### src/design/pasmu_pkg.sv
`timescale 1ns / 1ps
`default_nettype none
// ----------------------------------------------------------------------------
// pasmu_pkg: shared types and helpers of the polynomial add/sub/mul unit
// Opcodes, controller states, the cell control bundle and the 32-bit
// saturation helper used by every coefficient cell.
// ----------------------------------------------------------------------------
package pasmu_pkg;

  // Coefficient width (signed Q16.16) and the widened sum width
  localparam int COEF_W = 32;
  localparam int SUM_W  = 49;

  // Input opcodes; codes 5 to 7 are unused and do nothing
  typedef enum logic [2:0] {
    OP_LOAD_A = 3'd0,
    OP_LOAD_B = 3'd1,
    OP_ADD    = 3'd2,
    OP_SUB    = 3'd3,
    OP_MUL    = 3'd4
  } opcode_t;

  // Sequencer states
  typedef enum logic [2:0] {
    ST_IDLE,
    ST_SCAN_AB,
    ST_CHECK,
    ST_MAC,
    ST_DRAIN,
    ST_SCAN_R,
    ST_EMIT,
    ST_ERR
  } state_t;

  // Control broadcast from the sequencer to every cell
  typedef struct packed {
    logic comb_en;    // acc <= sat(a +/- b)
    logic sub;        // select subtract for comb_en
    logic mul_start;  // copy b into the shift lane, clear acc
    logic mul_step;   // multiply broadcast a by lane value, shift lane
    logic acc_en;     // acc <= sat(acc + (prod >>> 16))
  } cell_ctrl_t;

  // Clamp a widened signed sum to the signed 32-bit range
  function automatic logic signed [COEF_W-1:0] sat32(input logic signed [SUM_W-1:0] v);
    logic signed [COEF_W-1:0] r;
    if (v[SUM_W-1:COEF_W-1] == {(SUM_W-COEF_W+1){1'b0}} ||
        v[SUM_W-1:COEF_W-1] == {(SUM_W-COEF_W+1){1'b1}}) begin
      r = v[COEF_W-1:0];
    end else if (v[SUM_W-1]) begin
      r = {1'b1, {(COEF_W-1){1'b0}}};
    end else begin
      r = {1'b0, {(COEF_W-1){1'b1}}};
    end
    return r;
  endfunction

endpackage
`default_nettype wire

### src/design/pasmu_cell.sv
`timescale 1ns / 1ps
`default_nettype none
// ----------------------------------------------------------------------------
// pasmu_cell: one coefficient cell
// Holds coefficient k of A and B, a shift-lane copy of B that moves one cell
// up per multiply step, a product register and the result accumulator.
// ----------------------------------------------------------------------------
module pasmu_cell (
  input  wire                          clk,
  input  wire                          rst_n,
  input  pasmu_pkg::cell_ctrl_t        ctrl,
  input  wire                          we_a,
  input  wire                          we_b,
  input  wire  signed [31:0]           ld_value,
  input  wire  signed [31:0]           a_bcast,
  input  wire  signed [31:0]           bw_in,
  output logic signed [31:0]           a_q,
  output logic signed [31:0]           b_q,
  output logic signed [31:0]           bw_q,
  output logic signed [31:0]           acc_q
);

  logic signed [31:0] a_r;
  logic signed [31:0] b_r;
  logic signed [31:0] bw_r;
  logic signed [63:0] prod_r;
  logic signed [31:0] acc_r;
  logic signed [48:0] comb_sum;
  logic signed [48:0] mac_sum;

  // Stored coefficients, cleared at reset
  always_ff @(posedge clk) begin
    if (!rst_n) begin
      a_r <= '0;
      b_r <= '0;
    end else begin
      if (we_a) a_r <= ld_value;
      if (we_b) b_r <= ld_value;
    end
  end

  // Add/subtract and multiply-accumulate sums, widened so they cannot wrap
  always_comb begin
    if (ctrl.sub) begin
      comb_sum = {{17{a_r[31]}}, a_r} - {{17{b_r[31]}}, b_r};
    end else begin
      comb_sum = {{17{a_r[31]}}, a_r} + {{17{b_r[31]}}, b_r};
    end
    mac_sum = {{17{acc_r[31]}}, acc_r} + {prod_r[63], prod_r[63:16]};
  end

  // Shift lane, product and accumulator
  always_ff @(posedge clk) begin
    if (ctrl.mul_start) begin
      bw_r <= b_r;
    end else if (ctrl.mul_step) begin
      bw_r <= bw_in;
    end
    if (ctrl.mul_step) prod_r <= a_bcast * bw_r;
    if (ctrl.mul_start) begin
      acc_r <= '0;
    end else if (ctrl.comb_en) begin
      acc_r <= pasmu_pkg::sat32(comb_sum);
    end else if (ctrl.acc_en) begin
      acc_r <= pasmu_pkg::sat32(mac_sum);
    end
  end

  assign a_q   = a_r;
  assign b_q   = b_r;
  assign bw_q  = bw_r;
  assign acc_q = acc_r;

endmodule
`default_nettype wire

### config.mk
export PLATFORM = sky130hd
export DESIGN_NAME = pasmu_cell
export DESIGN_NICKNAME = d
export VERILOG_FILES = /design/src/design/pasmu_pkg.sv /design/src/design/pasmu_cell.sv
export SDC_FILE = /design/constraint.sdc
export NUM_CORES = 2
export LEC_CHECK = 0
export BUFFER_PORTS_ARGS = -buffer_cell sky130_fd_sc_hd__buf_2
export CORE_ASPECT_RATIO = 1.5
export CORE_MARGIN = 2
export CORE_UTILIZATION = 55
export CTS_CLUSTER_SIZE = 10
export DETAILED_ROUTE_END_ITERATION = 16
export PLACE_DENSITY_LB_ADDON = 0.25
export SLEW_MARGIN = 20
export SYNTH_ARGS = -nofsm -noshare
export SYNTH_HDL_FRONTEND = slang
export SYNTH_SLANG_ARGS = --single-unit
### constraint.sdc
create_clock -name clk -period 16.6 [get_ports clk]
set_input_delay 4.98 -clock clk [delete_from_list [all_inputs] [get_ports clk]]
set_output_delay 4.98 -clock clk [all_outputs]
set_load 0.005 [all_outputs]
# After elaboration in Yosys (flattened, before gate mapping)
# Index checks and enable logic that the tools add are counted.
# classes
addsub,3
mul,1
eq_ne,2
muxes,9
reduce_logical,6
# ops
cell,n
$mux W32,8
$mul A32 B32 Y64,1
$add A32 B48 Y49,1
$mux W49,1
$eq A18 B18 Y1 const B,2
$logic_not A18 Y1,2
$add A32 B32 Y33,1
$sub A32 B32 Y33,1
$reduce_bool A2 Y1,2
$logic_or A1 B1 Y1,2
# word_totals
regBits,192
in_bits,105
wordCells,26

# Longest topological paths before layout
# depth
depth_word,6
mapped_depth,30
mapped_depth_nobuf,29

# Least setup slack after synthesis
# No wires, ideal clock.
# synth_timing
path_kind,input to register
start,in a_bcast[9]
end,reg prod_r[57] (data pin)
t_arrival_ps,12149
setup_slack_ps,4193
cell_stages,30
path_cell_list,clkbuf_1 nand2_1 fa_1 inv_1 fa_1 fa_1 inv_1 fa_1 inv_1 fa_1 inv_1 fa_1 inv_1 fa_1 inv_1 fa_1 inv_1 ha_1 a21oi_1 o221ai_1 a221oi_1 o311ai_0 o21ai_0 nand3_1 a221o_1 a21bo_2 and2_1 o21a_1 nor2_1 xnor2_1
# synth_between
elab_chain_len,1
# synth_rtl
item,line_no,text
"start, declared",pasmu_cell.sv:15,"input wire signed [31:0] a_bcast,"
$mul A32 B32 Y64,pasmu_cell.sv:59,if (ctrl.mul_step) prod_r <= a_bcast * bw_r;
"end signal, assigned",pasmu_cell.sv:59,
"end, declared",pasmu_cell.sv:26,logic signed [63:0] prod_r;
# Every way passes these cells.
# A chain may end at the register's enable or synchronous reset.

# Final worst setup path
# layout_timing
start,in a_bcast[16]
end,reg prod_r[63] (data pin)
# The elaborated chain is that of the path after synthesis.

==> flow_summary_export.csv <==
group,metric,value,unit
run_status,status,"complete, no violations",
cells_and_area,fin_cells,6285,
die,die_w,243.9,microns
critical_path,r2r_start,"bw_q[2]",
synthesis,synth.largest_area_cell,"fa_1",
synthesis,synth_cell_type_count,83,
clock_tree,cts.sinks,176,
synthesis,synth_area_leaders,"fa_1 (46%), inv_1 (8.2%), and2_1 (6.9%)",
die,core_area,85880,sq um
die,ios,233,
critical_path,critPathMaxStageDelay,0.68,ns
global_route,grt_pass1_vias,39320,
global_route,antenna_found_initial,12,
sta,post-route-min-period,13.61,ns
cells_and_area,final_nets,6580,
route,vias,35940,
min_path,min-delay-start,"acc_q[4]",
sta,post-route-period-util,81.99,%
global_route,grt_pass1_wl,219.0,mm
synthesis,yosysWarnings,0,
critical_path,cp_slowest_cell,"fa_1",
die,num_rows,132,
clock_tree,cts.path.max_buffers,2,
placed_design,hpwl,111.4,mm
route,drc,0,
synthesis,syn_area_per_cell,9.360,sq um
sta,tns,0,ns
clock_tree,clock_latency,0.46,ns
sta,skew,0.02122,ns
route,detail-route-antenna-nets,0,
die,dieArea,88730,sq um
synthesis,syn_nets,6521,
sta,fin_ws,2.989,ns
critical_path,regToRegEndpoint,"prod_r[63]",
critical_path,rrSetupSlack,6.76,ns
route,first_pass_iters,6,
placed_design,dp_slack,2.663,ns
clock_tree,clock_tree.root_cell,"clkbuf_16",
cells_and_area,area_growth,5.579,%
cells_and_area,fill_cells,7639,
critical_path,r2r_cells,29,
critical_path,critical_path_class,"input port to register",
clock_tree,hold_buffers,0,
global_route,grt_max_degree,65,
sta,finalHoldViolations,0,
route,drt_iter0_drc,2090,
sta,worstMarginPinSlew,1.051,ns
min_path,hold_end,"acc_q[4]",
critical_path,arrival,13.82,ns
synthesis,async_flop_share,0,%
critical_path,worst-path-buf-inv,7,
sta,fmax,73.47,MHz
die,initial_core_util,55.28,%
synthesis,synthTopCellsByCount,"fa_1 (1083), inv_1 (1042), nand2_1 (593)",
route,wl_per_cell,22.39,microns
synthesis,syn-cell-area,47480,sq um
synthesis,synth_ff_type,"dfxtp_1",
sta,slew_headroom,29.91,%
synthesis,synth.top_cell.area_share,45.67,%
placed_design,dp.cells,6251,
sta,finalSetupViolations,0,
clock_tree,cts_buffers,17,
global_route,grt.total_usage,32.55,%
placed_design,place.port_buffers,232,
critical_path,required,16.81,ns
die,die_height,363.8,microns
route,vias_per_cell,5.719,
synthesis,synth_most_common_cell,"fa_1",
synthesis,synth-seq-cells,176,
clock_tree,clkSlewWorstSetupHoldPaths,0.08,ns
sta,drv_slew,0,
critical_path,crit_family,"adder cells",
clock_tree,cts_resized,0,
clock_tree,post-cts-setup-buffers,0,
synthesis,seq_area_frac_synth,9.108,%
critical_path,cp_common_cell,"fa_1",
critical_path,critPathLaunchType,"input port",
route,totalWireLength,140.7,mm
min_path,hp-class,"register to register",
sta,rsz0062_at_grt,"false",
global_route,overflow,0,
critical_path,crit_fanout,32,
cells_and_area,drive_gt1_share,7.465,%
synthesis,synth_edf_count,80,
min_path,min_path_cells,2,
critical_path,endpoint_kind,"register",
clock_tree,cts_tree,"done",
job,cap_violations,0,
placed_design,gp_congestion,0.9568,
clock_tree,htreeDepth,4,
synthesis,netlist_instances,5072,
## layout make-up
cell class | instances | area, sq um | share of cell area (%)
multi-input cells | 3600 | 38260 | 76.34
flip-flops and latches | 176 | 4324 | 8.627
inverters | 1043 | 3915 | 7.811
repair buffers | 293 | 1619 | 3.230
well taps | 1139 | 1425 | 2.843
clock buffers | 18 | 429.2 | 0.8562
clock inverters | 14 | 143.9 | 0.2871
diodes | 2 | 5.005 | 0.009985
## how the worst max path moves through the flow
stage,cells past startpoint,slack [ns],startpoint,end
4_1_cts,29,3.14,a_bcast[16],prod_r[63]
2_1_floorplan,30,4.19,a_bcast[9],prod_r[57]
5_1_grt,29,2.58,a_bcast[16],prod_r[63]
6_report,29,2.99,a_bcast[16],prod_r[63]
3_5_place_dp,29,2.66,a_bcast[16],prod_r[63]
3_3_place_gp,29,2.74,a_bcast[16],prod_r[63]
## registers in the layout, summed over array words and instances (netlist names)
register,count
a_q,32
acc_q,32
b_q,32
bw_q,32
prod_r,48
## per-stage QoR
stage          cell area (sq um)  util (%)  hold WS [ns]
2_1_floorplan              47480         -        0.4663
3_3_place_gp               49550     57.69        0.5052
3_5_place_dp               49550     57.69        0.5095
4_1_cts                    50120     58.36        0.5191
5_1_grt                    50120     58.36        0.5339
6_report                   50120     58.36        0.5178
## logic make-up (layout without fill, tap and decap cells)
kind of cell | after synthesis | in the layout | share of synthesized area [%]
buffers and inverters | 1296 | 1368 | 10.31
and+or+nand+nor | 1497 | 1497 | 15.97
other | 0 | 2 | 0
xor gates and xnor gates | 149 | 149 | 2.749
adders and majority gates | 1346 | 1346 | 52.59
muxes | 102 | 102 | 2.245
DFF | 176 | 176 | 9.108
AOI/OAI and AO/OA | 506 | 506 | 7.037
## placed cells by master, fill, tap and decap left out, types with 5 or more instances in the layout
cell type / Yosys / routed
and2_1: 525 / 525
buf_2: 8 / 232
fa_1: 1083 / 1083
nand2b_1: 25 / 25
mux2_2: 36 / 36
mux2i_1: 66 / 66
ha_1: 261 / 261
nor3_1: 29 / 28
a21boi_0: 6 / 6
or4_1: 7 / 7
nand2_1: 593 / 593
inv_1: 1042 / 1042
a211oi_1: 30 / 30
xnor2_1: 98 / 98
nor2b_1: 99 / 99
buf_4: 1 / 61
clkbuf_16: 0 / 17
edfxtp_1: 80 / 80
nor4_1: 9 / 9
and4_1: 7 / 7
o21ai_0: 76 / 76
nand4_1: 30 / 30
nand3_1: 27 / 27
o31ai_1: 23 / 23
xor2_1: 51 / 51
o21a_1: 23 / 23
o21bai_1: 16 / 16
a31oi_1: 17 / 17
nor2_1: 112 / 112
a21o_1: 49 / 49
a2111o_1: 9 / 9
dfxtp_1: 96 / 96
a221oi_1: 5 / 5
o211ai_1: 22 / 22
a21oi_1: 165 / 165
and3_1: 14 / 14
## layer usage
layer  global-route usage (%)  part of all wire, %  wire (microns)  vias to the layer above
li1                         -                    -               -                    15480
met1                    35.48                   34           47360                    18490
met5                        0                0.021              29                        -
met2                    59.09                   52           73660                     1465
met4                    22.80                  8.2           11560                        4
met3                    3.512                  5.8            8118                      501
## worst register-to-register path, delay by kind of cell, from the launching register on
kind,cells,cell delay [ns]
compound gates,9,2.52
xor+xnor,1,0.08
fa+ha+maj,9,4.61
buf+inv,7,0.96
flops,1,0.99
simple gates,3,0.45
Power is left out: the tool's default activity adds up to more than one toggle a clock period on the data nets, which glitch-free logic cannot reach.
